## src/hdl/lzbd_pkg.sv

```systemverilog
// Shared types and constants for the LZ block decompressor.
package lzbd_pkg;

  localparam int unsigned BYTE_W   = 8;
  localparam int unsigned STATUS_W = 3;
  localparam int unsigned LEN_W    = 24;
  localparam int unsigned CNT_W    = 25;
  localparam int unsigned OFF_W    = 16;
  localparam int unsigned CFG_IDX_W = 1;

  // Configuration register indexes
  localparam logic [CFG_IDX_W-1:0] CFG_XOR_KEY  = 1'd0;
  localparam logic [CFG_IDX_W-1:0] CFG_COMP_LEN = 1'd1;

  // Status codes
  localparam logic [STATUS_W-1:0] ST_RUNNING   = 3'd0;
  localparam logic [STATUS_W-1:0] ST_CLEAN_END = 3'd1;
  localparam logic [STATUS_W-1:0] ST_LIT_OVER  = 3'd2;
  localparam logic [STATUS_W-1:0] ST_BAD_OFF   = 3'd3;
  localparam logic [STATUS_W-1:0] ST_TOO_SHORT = 3'd4;
  localparam logic [STATUS_W-1:0] ST_TRUNCATED = 3'd5;
  localparam logic [STATUS_W-1:0] ST_BUSY      = 3'd6;

  localparam logic [LEN_W-1:0]  MIN_LENGTH  = 24'd17;
  localparam logic [LEN_W-1:0]  XOR_SPAN    = 24'd16;
  localparam logic [3:0]        NIBBLE_EXT  = 4'hF;
  localparam logic [BYTE_W-1:0] CHAIN_BYTE  = 8'hFF;
  localparam logic [CNT_W-1:0]  MIN_MATCH   = 25'd4;
  localparam logic [CNT_W-1:0]  MATCH_EXT   = 25'd19;

  typedef struct packed {
    logic              action;
    logic [BYTE_W-1:0] in_byte;
  } in_t;

  typedef struct packed {
    logic [BYTE_W-1:0]   out_byte;
    logic                has_byte;
    logic [STATUS_W-1:0] status;
    logic                match_pending;
  } out_t;

  // Per-transaction decode outcome handed from the control unit to the datapath
  typedef struct packed {
    out_t result;   // out_byte carries the literal, or zero
    logic is_pull;  // out_byte comes from the history ring
    logic rd_en;
    logic wr_en;
  } step_t;

endpackage

```

## src/hdl/lzbd_ctrl.sv

```systemverilog
// Decode control: configuration, stream parser, counters and ring addressing.
module lzbd_ctrl import lzbd_pkg::*; #(
  parameter int unsigned HISTORY_DEPTH = 65536,
  localparam int unsigned AW = $clog2(HISTORY_DEPTH)
) (
  input  logic                 clk,
  input  logic                 rst,
  input  logic                 cfg_write,
  input  logic [CFG_IDX_W-1:0] cfg_index,
  input  logic [LEN_W-1:0]     cfg_data,
  input  logic                 accept,
  input  in_t                  item,
  output step_t                step,
  output logic [AW-1:0]        rd_addr,
  output logic [AW-1:0]        wr_addr
);

  typedef enum logic [2:0] {
    PH_TOKEN, PH_LITEXT, PH_LITERALS, PH_OFFLO,
    PH_OFFHI, PH_MATCHEXT, PH_MATCH, PH_DONE
  } phase_t;

  localparam logic [AW:0] WC_MAX = (AW+1)'(HISTORY_DEPTH);

  logic [BYTE_W-1:0]   xor_key;
  logic [LEN_W-1:0]    comp_length;
  logic [AW-1:0]       wp, wp_next;
  logic [AW:0]         written_count, written_count_next;
  logic [LEN_W-1:0]    in_pos, in_pos_next;
  phase_t              phase, phase_next;
  logic [CNT_W-1:0]    lit_rem, lit_rem_next;
  logic [CNT_W-1:0]    match_rem, match_rem_next;
  logic [OFF_W-1:0]    match_off, match_off_next;
  logic [STATUS_W-1:0] final_status, final_status_next;

  logic                too_short, at_end, fin, store;
  logic [STATUS_W-1:0] fin_code, st;
  logic [BYTE_W-1:0]   bx;
  logic [LEN_W-1:0]    in_pos_inc;
  logic [CNT_W:0]      lit_sum, match_sum;
  logic [OFF_W-1:0]    off_full;
  logic [CNT_W-1:0]    lit_dec;

  always_comb begin
    too_short  = comp_length < MIN_LENGTH;
    bx         = (in_pos < XOR_SPAN) ? (item.in_byte ^ xor_key) : item.in_byte;
    in_pos_inc = in_pos + 1'b1;
    at_end     = in_pos_inc >= comp_length;
    lit_sum    = {1'b0, lit_rem} + (CNT_W+1)'(bx);
    match_sum  = {1'b0, match_rem} + (CNT_W+1)'(bx);
    off_full   = {bx, match_off[7:0]};
    lit_dec    = lit_rem - 1'b1;

    wp_next            = wp;
    written_count_next = written_count;
    in_pos_next        = in_pos;
    phase_next         = phase;
    lit_rem_next       = lit_rem;
    match_rem_next     = match_rem;
    match_off_next     = match_off;
    final_status_next  = final_status;
    fin      = 1'b0;
    fin_code = ST_RUNNING;
    st       = ST_RUNNING;
    store    = 1'b0;
    step     = '0;

    if (too_short) begin
      st = ST_TOO_SHORT;
    end else if (phase == PH_DONE) begin
      st = final_status;
    end else if (item.action) begin
      if (phase == PH_MATCH) begin
        store               = 1'b1;
        step.is_pull        = 1'b1;
        step.rd_en          = 1'b1;
        step.result.has_byte = 1'b1;
        match_rem_next      = match_rem - 1'b1;
        if (match_rem == CNT_W'(1)) begin
          if (in_pos >= comp_length) begin
            fin      = 1'b1;
            fin_code = ST_CLEAN_END;
          end else begin
            phase_next = PH_TOKEN;
          end
        end
      end
    end else if (phase == PH_MATCH) begin
      st = ST_BUSY;
    end else begin
      in_pos_next = in_pos_inc;
      case (phase)
        PH_TOKEN: begin
          match_rem_next = CNT_W'(bx[3:0]) + MIN_MATCH;
          lit_rem_next   = CNT_W'(bx[7:4]);
          if (bx[7:4] == NIBBLE_EXT) begin
            phase_next = PH_LITEXT;
          end else if (bx[7:4] == 4'd0) begin
            phase_next = PH_OFFLO;
          end else begin
            phase_next = PH_LITERALS;
          end
          if (at_end) begin
            fin      = 1'b1;
            fin_code = (bx[7:4] == 4'd0) ? ST_CLEAN_END : ST_LIT_OVER;
          end
        end
        PH_LITEXT: begin
          lit_rem_next = lit_sum[CNT_W] ? '1 : lit_sum[CNT_W-1:0];
          if (bx != CHAIN_BYTE) begin
            phase_next = PH_LITERALS;
          end
          if (at_end) begin
            fin      = 1'b1;
            fin_code = ST_LIT_OVER;
          end
        end
        PH_LITERALS: begin
          store                = 1'b1;
          step.result.has_byte = 1'b1;
          step.result.out_byte = bx;
          lit_rem_next         = lit_dec;
          if (at_end) begin
            fin      = 1'b1;
            fin_code = (lit_dec == '0) ? ST_CLEAN_END : ST_LIT_OVER;
          end else if (lit_dec == '0) begin
            phase_next = PH_OFFLO;
          end
        end
        PH_OFFLO: begin
          match_off_next = OFF_W'(bx);
          phase_next     = PH_OFFHI;
          if (at_end) begin
            fin      = 1'b1;
            fin_code = ST_TRUNCATED;
          end
        end
        PH_OFFHI: begin
          match_off_next = off_full;
          if (off_full == '0 || (AW+1)'(off_full) > written_count) begin
            fin      = 1'b1;
            fin_code = ST_BAD_OFF;
          end else if (match_rem == MATCH_EXT) begin
            phase_next = PH_MATCHEXT;
            if (at_end) begin
              fin      = 1'b1;
              fin_code = ST_TRUNCATED;
            end
          end else begin
            phase_next = PH_MATCH;
          end
        end
        PH_MATCHEXT: begin
          match_rem_next = match_sum[CNT_W] ? '1 : match_sum[CNT_W-1:0];
          if (bx != CHAIN_BYTE) begin
            phase_next = PH_MATCH;
          end else if (at_end) begin
            fin      = 1'b1;
            fin_code = ST_TRUNCATED;
          end
        end
        default: begin
          phase_next = phase;
        end
      endcase
    end

    if (store) begin
      step.wr_en = 1'b1;
      wp_next    = wp + 1'b1;
      if (written_count < WC_MAX) begin
        written_count_next = written_count + 1'b1;
      end
    end
    if (fin) begin
      phase_next        = PH_DONE;
      final_status_next = fin_code;
      st                = fin_code;
    end
    step.result.status        = st;
    step.result.match_pending = !too_short && (phase_next == PH_MATCH);
    rd_addr = wp - match_off[AW-1:0];
    wr_addr = wp;
  end

  always_ff @(posedge clk) begin
    if (rst) begin
      xor_key       <= '0;
      comp_length   <= '0;
      wp            <= '0;
      written_count <= '0;
      in_pos        <= '0;
      phase         <= PH_TOKEN;
      lit_rem       <= '0;
      match_rem     <= '0;
      match_off     <= '0;
      final_status  <= ST_RUNNING;
    end else begin
      if (cfg_write) begin
        case (cfg_index)
          CFG_XOR_KEY:  xor_key     <= cfg_data[BYTE_W-1:0];
          CFG_COMP_LEN: comp_length <= cfg_data;
          default:      xor_key     <= xor_key;
        endcase
      end
      if (accept) begin
        wp            <= wp_next;
        written_count <= written_count_next;
        in_pos        <= in_pos_next;
        phase         <= phase_next;
        lit_rem       <= lit_rem_next;
        match_rem     <= match_rem_next;
        match_off     <= match_off_next;
        final_status  <= final_status_next;
      end
    end
  end

endmodule

```

## config.mk

```make
export PLATFORM = sky130hd
export DESIGN_NAME = lzbd_ctrl
export DESIGN_NICKNAME = d
export VERILOG_FILES = /design/src/hdl/lzbd_pkg.sv /design/src/hdl/lzbd_ctrl.sv
export SDC_FILE = /design/constraint.sdc
export NUM_CORES = 1
export LEC_CHECK = 0
export ABC_AREA = 1
export ABC_CLOCK_PERIOD_IN_PS = 3970
export BUFFER_PORTS_ARGS = -buffer_cell sky130_fd_sc_hd__buf_2
export CAP_MARGIN = 20
export CORE_MARGIN = 3
export CORE_UTILIZATION = 35
export CTS_CLUSTER_SIZE = 40
export DETAILED_ROUTE_END_ITERATION = 16
export GPL_ROUTABILITY_DRIVEN = 1
export PLACE_DENSITY = 0.64
export SLEW_MARGIN = 5
export SYNTH_ARGS = -nofsm -noshare
export SYNTH_HDL_FRONTEND = slang
export SYNTH_SLANG_ARGS = --single-unit
export TNS_END_PERCENT = 5
```

## constraint.sdc

```tcl
create_clock -name clk -period 3.97 [get_ports clk]
set_clock_uncertainty 0.1 [all_clocks]
set_input_delay 0.397 -clock clk [delete_from_list [all_inputs] [get_ports clk]]
set_output_delay 0.397 -clock clk [all_outputs]
set_load 0.005 [all_outputs]
```

**After elaboration in Yosys (flattened, before gate mapping)**

Index checks and enable logic that the tools add are counted.

- Flip-flop bits (word level): 161
- Bits in latches: 0
- Bits in writable memories: 0
- ROM bits: 0
- Bits of input ports: 38
- Output and inout bits: 48
- Logic and storage cells: 145
- Memories: 0

- Add/sub/neg operators: 9
- $mul: 0
- Divide/modulo/power cells: 0
- Order comparisons: 6
- Equality and inequality tests: 14
- Shift-type cells: 0
- Multiplexer cells: 77
- Bitwise gates (word level): 7
- Reduce and logical (&&, ||, !) cells: 21

Operators with widths:

| kind | count |
|---|---|
| two-way mux 25 bit | 5 |
| two-way mux 3 bit | 26 |
| case mux 25 bit (3 select lines) | 1 |
| adder 25 x 8 -> 26 bit | 2 |
| case mux 25 bit (2 select lines) | 1 |
| subtractor 25 x 1 -> 25 bit, second input constant | 2 |
| >= comparator 24 bit | 2 |
| < comparator 24 x 5 -> 1 bit, second input constant | 2 |
| two-way mux 9 bit | 4 |
| case mux 3 bit (6 select lines) | 2 |
| case mux 16 bit (2 select lines) | 1 |
| equality test 25 x 1 -> 1 bit, second input constant | 1 |
| equality test 25 x 5 -> 1 bit, second input constant | 1 |
| zero test 25 bit | 1 |
| adder 24 x 1 -> 24 bit, second input constant | 1 |
| two-way mux 1 bit | 23 |
| two-way mux 2 bit | 11 |
| AND reduction 6 bit | 3 |
| adder 17 x 1 -> 17 bit, second input constant | 1 |
| > comparator 16 x 17 -> 1 bit | 1 |
| < comparator 17 bit, second input constant | 1 |
| adder 16 x 1 -> 16 bit, second input constant | 1 |
| zero test 16 bit | 1 |
| two-way mux 8 bit | 2 |
| 24 further kinds | 38 |

**Depth between registers and ports, before layout**

Gate-level depths: netlist of run 1.

- Depth after elaboration: 13
- Mapped depth: 29
- Depth with buffers taken out: 29

**Least setup slack after synthesis of run 1**

No wires, ideal clock.

- Path type: register to output
- From: register in_pos[0]
- To: output step[3] in the netlist's numbering
- Data arrival time: 3.436 ns
- Required time: 3.473 ns
- Setup slack: 0.037 ns
- Cell stages (with the launch flop): 29
- Buffers on the path: 0
- Path through: dfxtp_1 > ha_1 > nand3_1 > nor2_2 > nand3_2 > nor2_2 > nand2_1 > nor3_2 > nand2_2 > nor3_2 > nand2_1 > nor2_1 > xor2_1 > inv_1 > ha_1 > nand2_1 > nor2_1 > nand2_1 > inv_1 > nand2_1 > nand4_1 > nand2_1 > nand3_1 > nand2_1 > nand4_4 > nand2_2 > clkinv_1 > nor2_1 > nor2_1

RTL lines:

| what | RTL line | text |
|---|---|---|
| from (decl) | lzbd_ctrl.sv:29 | `logic [LEN_W-1:0] in_pos, in_pos_next;` |
| from (signal assigned) | lzbd_ctrl.sv:209 | `in_pos <= in_pos_next;` |
| to (decl) | lzbd_ctrl.sv:13 | `output step_t step,` |

==> results of run 1 <==
-- cell usage in the layout (no fill, tap or decap), drive strengths merged, types with 11 or more instances in the layout --
cell type / instances
nand2: 412
nand3: 97
a31oi: 22
inv: 273
xor2: 74
nor3: 58
xnor2: 22
a21oi: 202
a211oi: 11
o21ai: 180
ha: 105
clkbuf: 21
nor2: 291
buf: 178
dfxtp: 161
nand4: 44
-- where the power goes --
group | internal (mW) | total (mW) | switching, mW | leakage, nW
logic | 0.630 | 1.79 | 1.16 | 5.56
registers | 1.71 | 1.84 | 0.126 | 1.32
clock network | 0.981 | 1.73 | 0.748 | 0.286
-- through the flow --
stage	total power [mW]	hold WS [ns]
detailed placement	3.582	0.3548
global route	5.693	0.1389
global placement	3.553	0.3468
floorplan	3.053	0.3300
CTS	5.327	0.1049
finish	5.355	0.1169
-- area by class of cell --
cell class / count / area (um^2)
sequential: 161 / 3227
inverter: 274 / 1033
clock inverter: 11 / 127.6
multi-input combinational: 1582 / 9057
fill: 3930 / 21450
timing repair buffer: 178 / 1140
tap: 504 / 630.6
clock buffer: 21 / 470.5
-- flip-flops by register name (all words and copies together) (netlist names) --
name,cells
match_off,16
phase,3
comp_length,24
in_pos,24
xor_key,8
match_rem,25
final_status,3
written_count,17
wr_addr,16
lit_rem,25
-- path summary, 6_finish.rpt --
| kind | start | endpoint | slack (ns) |
|---|---|---|---|
| min reg2reg | match_off[10]$_SDFFE_PP0P_ | match_off[10]$_SDFFE_PP0P_ | 0.36 |
| min | cfg_data[5] | xor_key[5]$_SDFFE_PP0P_ | 0.12 |
| max reg2reg | in_pos[1]$_SDFFE_PP0P_ | final_status[0]$_SDFFE_PP0P_ | -0.15 |
| max | in_pos[1]$_SDFFE_PP0P_ | step[3] | -0.83 |
-- layer usage --
metal	GRT usage [%]	share of wire (%)	vias to the layer above
li1	-	-	7146
met1	27.27	47	6473
met2	33.11	45	350
met3	3.090	5.2	49
met4	5.906	2.0	0
met5	0	0	-
-- kinds of logic after synthesis --
kind of cell | count (synthesis) | synth area share, %
xor gates and xnor gates | 96 | 6.292
DFF | 161 | 24.12
adders and majority gates | 108 | 10.28
and+or+nand+nor | 924 | 31.20
buffers and inverters | 335 | 9.757
AOI/OAI and AO/OA | 454 | 18.35
-- critical path, delay by kind of cell (launching register included) --
kind                       cells  cell delay, ns
buffers and inverters          3            0.32
xor gates and xnor gates       1            0.21
and+or+nand+nor               22            2.57
DFF                            1            0.35
adders and majority gates      2            0.41
-- timing repair --
action / CTS / global route
pin swaps: 4 / 27
resized for setup: 16 / 53
hold buffers: 0 / 0
buffers inserted: 2 / 5
endpoints found under the setup margin: 9 / 55
==> results.rst, run 1 <==
.. list-table::
   :header-rows: 1

   * - Metric
     - Value
   * - Final worst-path setup slack
     - -0.8293 ns
   * - Sinks on the clock net
     - 161
   * - Leakage dissipation
     - between 7 and 8 nW
   * - Insertion delay of the later-clocked pin in the worst-skew pair
     - between 0.4 and 0.5 ns
   * - Largest net degree at the start of global routing
     - 67
   * - Maximum root-to-sink buffer count
     - 2
   * - DPL Wire Length
     - 31930 um
   * - Remaining routing DRC violations
     - 0
   * - Total routed wirelength
     - approximately 42000 um
   * - Post-synthesis net count
     - roughly 2200
   * - Top achievable clock speed
     - 0.2084 GHz
   * - Final period utilization
     - 120.9%
   * - Data arrival, critical path
     - approximately 4.3 ns
   * - Core region area
     - approximately 37000 um^2
   * - YS warnings
     - 0
   * - Number of pins exceeding their max-slew limit in the final report
     - 0
   * - Placed cell areas
     - 14800 um^2
   * - Top-count cell post-synth
     - sky130_fd_sc_hd__nand2_1
   * - Critical Path End Type
     - output pin
   * - Instance count of the mapped netlist
     - a little over 2000
   * - Finished Core Util
     - 42.24%
   * - TritonCTS clock tree
     - built
   * - Post-synthesis sequential area ratio
     - 24.12%
   * - Clock H-tree levels
     - 4
   * - Iteration-0 DRC count of the detailed router
     - 842
   * - Clock tree root buffer cell
     - sky130_fd_sc_hd__clkbuf_16
   * - Max-cap violations
     - 0
   * - CP max FO
     - 6
   * - Top-level I/O count
     - 86
   * - Total via count in the routed design
     - between 10000 and 15000
   * - Status
     - finished, violations left
   * - Initial standard-cell utilization of the core
     - 35.98%
   * - Path type of the worst setup path
     - reg2out
   * - Final Hold Violating Endpoints
     - 0
   * - Die X-Extent
     - around 200 um
   * - Placement row count
     - 70
   * - Post-route cell area
     - 15690 um^2
   * - RSZ-0062 raised after global routing
     - yes
   * - Proportion of register bits with asynchronous set or reset after synthesis
     - 0%
   * - Post-synthesis sequential element count
     - 161
   * - Top area cells in the synthesized netlist
     - sky130_fd_sc_hd__dfxtp_1 (24%), sky130_fd_sc_hd__nand2_1 (11%), sky130_fd_sc_hd__ha_1 (9.8%), sky130_fd_sc_hd__a21oi_1 (7.5%), sky130_fd_sc_hd__nor2_1 (7.3%)
   * - Tot GR Track Use
     - 20.11%
   * - Critical Path RT
     - 3.47 ns
   * - Distinct cell type count after synthesis
     - between 50 and 60
   * - Startpoint kind of the worst setup timing path
     - flop
   * - Die Area
     - about 41000 um^2
   * - Violated checks
     - negative setup slack
   * - Global-route congestion overflow total
     - 0
   * - EDFF count, synth
     - 0
   * - Worst reg2reg path depth
     - 31
   * - Setup TNS
     - -3.353 ns
   * - Number of buffers added by the clock tree synthesis step
     - 17
   * - Main synth FF type
     - sky130_fd_sc_hd__dfxtp_1
   * - DIE HEIGHT
     - approximately 200 um
   * - Layout-stage area growth over the synthesis result
     - 17.39%
   * - Global-route wire length before repair
     - roughly 68000 um
   * - Number of antenna violations at the first check in global routing
     - 0
   * - Non-Filler Instances
     - 2731
   * - Count of antenna diodes in the layout
     - 0
   * - Average wire per standard cell
     - 15.30 um
   * - Via-per-instance ratio
     - approximately 5.1
   * - Proportion of layout cells with a drive suffix above 1
     - about 15%
   * - Final net count
     - approximately 2400
   * - Critical Path Most Common Cell
     - sky130_fd_sc_hd__nand2_2
   * - Peak supply drop
     - 0.3002 mV
   * - Worst slew margin relative to its limit
     - 50.71%
   * - Final setup violation count
     - 9
   * - Hold Path Class
     - in2reg
   * - PD cells
     - 341.4 nW/um^2
   * - Area of the mapped netlist
     - around 13000 um^2
   * - Syn avg cell area
     - 6.431 um^2
   * - Slowest cell delay on critical path
     - ~0.35 ns
   * - Cell with the biggest individual delay on the critical path
     - sky130_fd_sc_hd__dfxtp_2
   * - Top cell type's share of synthesized area
     - roughly 24%
   * - Worst slack at placement
     - -0.3829 ns
   * - Iteration count of the initial detailed-routing pass
     - 6
   * - Placer congestion estimate
     - ~0.94
   * - Number of global-route vias before repair
     - 13343
   * - CTS clk-pin slew, worst paths
     - roughly 0.07 ns
   * - Inst Count DP
     - between 2000 and 3000
   * - Commonest cells in the netlist
     - sky130_fd_sc_hd__nand2_1 (400), sky130_fd_sc_hd__nor2_1 (259), sky130_fd_sc_hd__inv_1 (257), sky130_fd_sc_hd__a21oi_1 (201), sky130_fd_sc_hd__o21ai_0 (173)
   * - Worst Hold Path Cells
     - 3
   * - Port buffer count
     - 85
   * - Worst slew pin tran
     - between 0.7 and 0.8 ns
   * - Final critical-path required period
     - roughly 4.8 ns
   * - Antenna Violating Nets Remaining
     - 0
   * - Most area-hungry cell type in the Yosys netlist
     - sky130_fd_sc_hd__dfxtp_1
No activity file was read; power rests on OpenSTA's default activity.
==> inputs of run 2 (changes only) <==
--- a/config.mk
+++ b/config.mk
@@ -14,7 +14,6 @@
 export CTS_CLUSTER_SIZE = 40
 export DETAILED_ROUTE_END_ITERATION = 16
 export GPL_ROUTABILITY_DRIVEN = 1
-export PLACE_DENSITY = 0.64
 export SLEW_MARGIN = 5
 export SYNTH_ARGS = -nofsm -noshare
 export SYNTH_HDL_FRONTEND = slang
==> run 2 against run 1 <==
Compared with the run above: the flow still finishes with violations (negative setup slack); total power increased by 2.5%; non-clock buffer count increased by 33; cell count increased by 1.2%; design area increased by 2.6%; critical path depth increased by 5; via count increased by 1.7%; die area unchanged; sequential share of layout area decreased by 0.47 points; first-iteration DRC count increased by 1.9%; sequential cell count unchanged; core utilization increased by 1.1 points.
==> results.rst, run 2 (same netlist as run 1, synthesis figures left out) <==
.. list-table::
   :header-rows: 1

   * - Metric
     - Value
   * - Remaining routing DRC violations
     - 0
   * - Final critical-path required period
     - 4.738 ns
   * - Critical Path End Type
     - output pin
   * - Slowest cell delay on critical path
     - ~0.37 ns
   * - Peak supply drop
     - ~0.34 mV
   * - Inst Count DP
     - 2700
   * - Max-cap violations
     - 0
   * - Average wire per standard cell
     - around 15 um
   * - Critical path startpoint
     - in_pos[1]$_SDFFE_PP0P_
   * - Placer congestion estimate
     - ~0.96
   * - DIE HEIGHT
     - roughly 200 um
   * - Setup TNS
     - -2.955 ns
   * - Via-per-instance ratio
     - 5.156
   * - Startpoint kind of the worst setup timing path
     - flop
   * - Initial standard-cell utilization of the core
     - around 36%
   * - Clock tree root buffer cell
     - sky130_fd_sc_hd__clkbuf_16
   * - Path type of the worst setup path
     - reg2out
   * - Tot GR Track Use
     - just over 20%
   * - CP max FO
     - 5
   * - Non-Filler Instances
     - 2765
   * - Port buffer count
     - 85
   * - Number of pins exceeding their max-slew limit in the final report
     - 0
   * - Hold Path Class
     - in2reg
   * - Final period utilization
     - 119.3%
   * - Sinks on the clock net
     - ~160
   * - Count of filler cells inserted in the layout
     - 3896
   * - Clock H-tree levels
     - 4
   * - RSZ-0062 raised after global routing
     - yes
   * - Final Hold Violating Endpoints
     - 0
   * - Maximum root-to-sink buffer count
     - 2
   * - Critical Path Most Common Cell
     - sky130_fd_sc_hd__buf_4
   * - Finished Core Util
     - between 40% and 50%
   * - Total routed wirelength
     - between 40000 and 50000 um
   * - Violated checks
     - negative setup slack
   * - Fin Hold WS
     - between 0.09 and 0.1 ns
   * - Core region area
     - 37140 um^2
   * - DPL Wire Length
     - ~32000 um
   * - Placement row count
     - 70
   * - Insertion delay of the later-clocked pin in the worst-skew pair
     - roughly 0.46 ns
   * - Critical Path RT
     - roughly 3.5 ns
   * - Cell with the biggest individual delay on the critical path
     - sky130_fd_sc_hd__dfxtp_4
   * - PD cells
     - around 340 nW/um^2
   * - Total power after layout
     - about 5.5 mW
   * - Iteration-0 DRC count of the detailed router
     - 858
   * - Most common library cell in the layout ignoring fill and taps
     - sky130_fd_sc_hd__nand2_1
   * - Status
     - finished, violations left
   * - Number of antenna violations at the first check in global routing
     - 1
   * - Die Area
     - ~41000 um^2
   * - Proportion of layout cells with a drive suffix above 1
     - around 17%
   * - CTS clk-pin slew, worst paths
     - roughly 0.07 ns
   * - Post-route cell area
     - 16090 um^2
   * - Final setup violation count
     - 8
   * - RR Startpoint
     - in_pos[1]$_SDFFE_PP0P_
   * - Top-level I/O count
     - 86
   * - Commonest non-fill, non-tap cells in the layout
     - sky130_fd_sc_hd__nand2_1 (383), sky130_fd_sc_hd__inv_1 (250), sky130_fd_sc_hd__nor2_1 (245)
   * - Worst slew margin relative to its limit
     - 53.35%
   * - Total via count in the routed design
     - 14256
   * - Worst slew pin tran
     - between 0.6 and 0.7 ns
   * - Top achievable clock speed
     - 0.2111 GHz
   * - Global-route congestion overflow total
     - 0
   * - Number of buffers added by the clock tree synthesis step
     - 17
   * - Hold buffer count at cts
     - 0
   * - Global-route wire length before repair
     - just under 70000 um
   * - Registers with the most flip-flops
     - lit_rem x25, match_rem x25
   * - Final net count
     - about 2400
   * - TritonCTS clock tree
     - built
   * - Layout-stage area growth over the synthesis result
     - 20.39%
   * - Iteration count of the initial detailed-routing pass
     - 5
   * - Worst slack at placement
     - -0.4238 ns
   * - Final worst-path setup slack
     - -0.7679 ns
   * - Data arrival, critical path
     - 4.24 ns
   * - Hold path startpoint
     - cfg_data[4]
   * - Number of global-route vias before repair
     - around 13000
   * - Die X-Extent
     - about 200 um
   * - Largest net degree at the start of global routing
     - ~120
   * - Antenna Violating Nets Remaining
     - 0
   * - Placed cell areas
     - ~15000 um^2
   * - Leakage dissipation
     - ~7.4 nW
run 2: cell types whose count changed in the layout (fill, tap and decap cells not counted), sizes merged:
cell,previous run,this run
clkbuf,21,18
diode,0,1
buf,178,211
inv,273,277
clkinv,6,8
clkinvlp,4,1
run 2: worst paths after layout:
path / end / slack [ns] / cells after the start
worst min-delay path: xor_key[4]$_SDFFE_PP0P_ / 0.1 / 3
worst max register to register: final_status[1]$_SDFFE_PP0P_ / -0.13 / 32
worst min register to register: xor_key[6]$_SDFFE_PP0P_ / 0.35 / 2
worst max-delay path: step[3] / -0.77 / 33
run 2: timing repair:
item	4_1_cts	5_1_grt
cloned	1	0
pin swaps	22	32
gates resized for setup	30	67
buffers inserted	22	10
setup endpoints to repair	7	54
run 2: worst max-delay path, delay by kind of cell (launching register included):
family,cells,cell delay [ns]
DFF,1,0.37
buffers and inverters,12,1.39
xor gates and xnor gates,1,0.15
and+or+nand+nor,18,1.37
adders and majority gates,2,0.49
run 2: area by class of cell:
class                   instances  area, um^2  share of cell area, %
diodes                          1       2.502                0.01555
clock buffers                  18       429.2                  2.668
flip-flops and latches        161        3233                  20.10
clock inverters                14       191.4                  1.190
inverters                     274        1035                  6.432
well taps                     504       630.6                  3.920
multi-input cells            1582        9149                  56.87
repair buffers                211        1418                  8.812
run 2: routing by layer:
metal | up-vias | GRT usage [%] | routed length, um
met2 | 352 | 33.30 | 19200
li1 | 7208 | - | -
met1 | 6636 | 27.89 | 20390
met5 | - | 0 | 0
met3 | 60 | 3.721 | 2321
met4 | 0 | 5.383 | 804
run 2: where the power goes:
part           switching [mW]  leakage (nW)  internal [mW]
registers               0.127          1.32           1.71
clock network           0.837         0.300          0.964
logic                    1.18          5.77          0.664
total                    2.15          7.38           3.34
==> inputs of run 3 (changes only) <==
--- a/config.mk
+++ b/config.mk
@@ -6,7 +6,7 @@
 export NUM_CORES = 1
 export LEC_CHECK = 0
 export ABC_AREA = 1
-export ABC_CLOCK_PERIOD_IN_PS = 3970
+export ABC_CLOCK_PERIOD_IN_PS = 3900
 export BUFFER_PORTS_ARGS = -buffer_cell sky130_fd_sc_hd__buf_2
 export CAP_MARGIN = 20
 export CORE_MARGIN = 3
==> constraint.sdc (replaced) <==
create_clock -name clk -period 3.9 [get_ports clk]
set_clock_uncertainty 0.1 [all_clocks]
set_input_delay 0.39 -clock clk [delete_from_list [all_inputs] [get_ports clk]]
set_output_delay 0.39 -clock clk [all_outputs]
set_load 0.005 [all_outputs]
==> run 3 against run 2 <==
Compared with the run above: clock-buffer cell count unchanged; the flow still finishes with violations (negative setup slack); clock power about the same; highest routed layer unchanged; sequential cell count unchanged.
==> results.rst, run 3 (same netlist as run 1, synthesis figures left out) <==
.. list-table::
   :header-rows: 1

   * - Metric
     - Value
   * - Hold path startpoint
     - cfg_data[7]
   * - Total routed wirelength
     - between 40000 and 50000 um
   * - Placement row count
     - 70
   * - Proportion of layout cells with a drive suffix above 1
     - between 10% and 20%
   * - Top-level I/O count
     - 86
   * - Clock tree root buffer cell
     - sky130_fd_sc_hd__clkbuf_16
   * - Final setup violation count
     - 9
   * - Global-route wire length before repair
     - ~69000 um
   * - RR Startpoint
     - in_pos[2]$_SDFFE_PP0P_
   * - Data arrival, critical path
     - about 4.2 ns
   * - CP max FO
     - 4
   * - Via-per-instance ratio
     - between 5 and 6
   * - Sinks on the clock net
     - 161
   * - Critical path startpoint
     - in_pos[2]$_SDFFE_PP0P_
   * - Layout-stage area growth over the synthesis result
     - 19.74%
   * - Commonest non-fill, non-tap cells in the layout
     - sky130_fd_sc_hd__nand2_1 (386), sky130_fd_sc_hd__inv_1 (251), sky130_fd_sc_hd__nor2_1 (249)
   * - RSZ-0062 raised after global routing
     - yes
   * - GRT Max-Usage Layer
     - met2
   * - Non-Filler Instances
     - roughly 2800
   * - Hold Path Class
     - in2reg
   * - Registers with the most flip-flops
     - lit_rem x25, match_rem x25
   * - Number of pins exceeding their max-slew limit in the final report
     - 0
   * - Number of global-route vias before repair
     - between 10000 and 15000
   * - Worst R2R Setup Slack
     - -0.33 ns
   * - PD cells
     - 346.7 nW/um^2
   * - Largest net degree at the start of global routing
     - between 60 and 70
   * - Total via count in the routed design
     - roughly 14000
   * - Critical Path RT
     - 3.41 ns
   * - Iteration count of the initial detailed-routing pass
     - 5
   * - Startpoint kind of the worst setup timing path
     - flop
   * - Cell type group with the largest total delay on the critical path
     - simple AND/OR/NAND/NOR gates
   * - Final critical-path required period
     - between 4 and 5 ns
   * - Maximum root-to-sink buffer count
     - 2
   * - Post-route cell area
     - roughly 16000 um^2
   * - Critical Path Most Common Cell
     - sky130_fd_sc_hd__nor2_4
   * - DPL Wire Length
     - between 30000 and 40000 um
   * - Number of buffers added by the clock tree synthesis step
     - 17
   * - Insertion delay of the later-clocked pin in the worst-skew pair
     - about 0.47 ns
   * - Inst Count DP
     - ~2700
   * - Tot GR Track Use
     - about a fifth
   * - Placer congestion estimate
     - roughly 0.95
   * - Path type of the worst setup path
     - reg2out
   * - Final period utilization
     - 120.9%
   * - Number of antenna violations at the first check in global routing
     - 1
   * - Slowest cell delay on critical path
     - approximately 0.43 ns
   * - CTS clk-pin slew, worst paths
     - 0.07 ns
   * - Initial standard-cell utilization of the core
     - between 30% and 40%
   * - Placed cell areas
     - between 10000 and 15000 um^2
   * - Die X-Extent
     - 201.4 um
   * - Cell with the biggest individual delay on the critical path
     - sky130_fd_sc_hd__dfxtp_1
   * - Top achievable clock speed
     - around 0.21 GHz
   * - Status
     - finished, violations left
   * - Die Area
     - around 40000 um^2
   * - Core region area
     - around 37000 um^2
   * - GRT met2 Usage
     - 33.59%
   * - Worst reg2reg path depth
     - 31
   * - Clock H-tree levels
     - 4
   * - Leakage dissipation
     - about 7.3 nW
   * - Final worst-path setup slack
     - -0.8166 ns
   * - Most common library cell in the layout ignoring fill and taps
     - sky130_fd_sc_hd__nand2_1
   * - Worst slew margin relative to its limit
     - 46.28%
   * - Critical Path End Type
     - output pin
   * - R2r endpoint
     - final_status[1]$_SDFFE_PP0P_
   * - Port buffer count
     - between 80 and 90
   * - Worst slew pin tran
     - a little over 0.8 ns
   * - Final net count
     - roughly 2400
   * - Count of buffer and inverter cells on the critical path
     - 3
   * - Iteration-0 DRC count of the detailed router
     - roughly 850
   * - Met1 global-route usage
     - a little over a quarter
   * - TritonCTS clock tree
     - built
   * - Peak supply drop
     - around 0.33 mV
   * - Final Hold Violating Endpoints
     - 0
   * - Max-cap violations
     - 0
   * - DIE HEIGHT
     - between 200 and 250 um
   * - Number of cells on the critical path
     - 28
   * - Global-route congestion overflow total
     - 0
   * - Average wire per standard cell
     - about 15 um
   * - Routing usage on met3
     - under 10%
   * - Violated checks
     - negative setup slack
   * - Antenna Violating Nets Remaining
     - 0
   * - Critical Path End
     - step[3]
   * - Remaining routing DRC violations
     - 0
run 3: cell types whose count changed in the layout (fill, tap and decap cells not counted), moves of 3 or more:
cell	before	now
sky130_fd_sc_hd__nor2_1	245	249
sky130_fd_sc_hd__nand2_1	383	386
sky130_fd_sc_hd__inv_6	2	7
sky130_fd_sc_hd__nand3_2	12	9
sky130_fd_sc_hd__nor2_2	24	21
sky130_fd_sc_hd__buf_4	120	117
sky130_fd_sc_hd__inv_8	5	1
run 3: metrics by stage:
stage	hold WS, ns	TNS [ns]	power (mW)	util [%]	setup slack, ns
after floorplan	0.3300	-0.01766	3.108	-	-0.01766
after global placement	0.3427	-0.8525	3.654	40.28	-0.2819
after detailed placement	0.3551	-1.331	3.678	40.28	-0.4000
after CTS	0.07147	-3.440	5.526	42.46	-0.7766
after global routing	0.09657	-8.461	5.902	43.09	-1.084
final	0.08858	-3.664	5.547	43.09	-0.8166
run 3: worst min path at each step:
| stage | to | slack (ns) | cells past startpoint |
|---|---|---|---|
| after floorplan | xor_key[1]$_SDFFE_PP0P_ | 0.33 | 2 |
| after global placement | xor_key[6]$_SDFFE_PP0P_ | 0.34 | 2 |
| after detailed placement | match_off[10]$_SDFFE_PP0P_ | 0.36 | 2 |
| after CTS | xor_key[7]$_SDFFE_PP0P_ | 0.07 | 3 |
| after global routing | xor_key[5]$_SDFFE_PP0P_ | 0.1 | 3 |
| final | xor_key[7]$_SDFFE_PP0P_ | 0.09 | 3 |
run 3: cell type report:
cell class | count | area (um^2)
clock inverter | 14 | 162.7
sequential | 161 | 3231
antenna | 1 | 2.502
fill | 3894 | 21140
inverter | 274 | 1035
tap | 504 | 630.6
clock buffer | 18 | 439.2
timing repair buffer | 207 | 1384
multi-input combinational | 1582 | 9116
run 3: layer usage:
| layer | routed length, um | vias up |
|---|---|---|
| li1 | - | 7197 |
| met1 | 20120 | 6445 |
| met2 | 19130 | 300 |
| met3 | 2265 | 53 |
| met4 | 847 | 0 |
| met5 | 0 | - |
run 3: worst min-delay path: cells and delay by family:
kind                   cells  cell delay (ns)
buffers and inverters      1             0.10
and+or+nand+nor            2             0.12
run 3: repair_timing:
| action | in CTS | in global routing |
|---|---|---|
| gates resized for setup | 33 | 49 |
| setup endpoints to repair | 6 | 58 |
| hold buffers | 0 | 0 |
| pin swaps | 24 | 23 |
| setup buffers | 12 | 5 |
run 3: power by group:
| part | switching, mW | total (mW) | internal (mW) |
|---|---|---|---|
| Combinational | 1.20 | 1.89 | 0.687 |
| Sequential | 0.126 | 1.87 | 1.74 |
| Clock | 0.812 | 1.79 | 0.979 |
| Total | 2.14 | 5.55 | 3.41 |
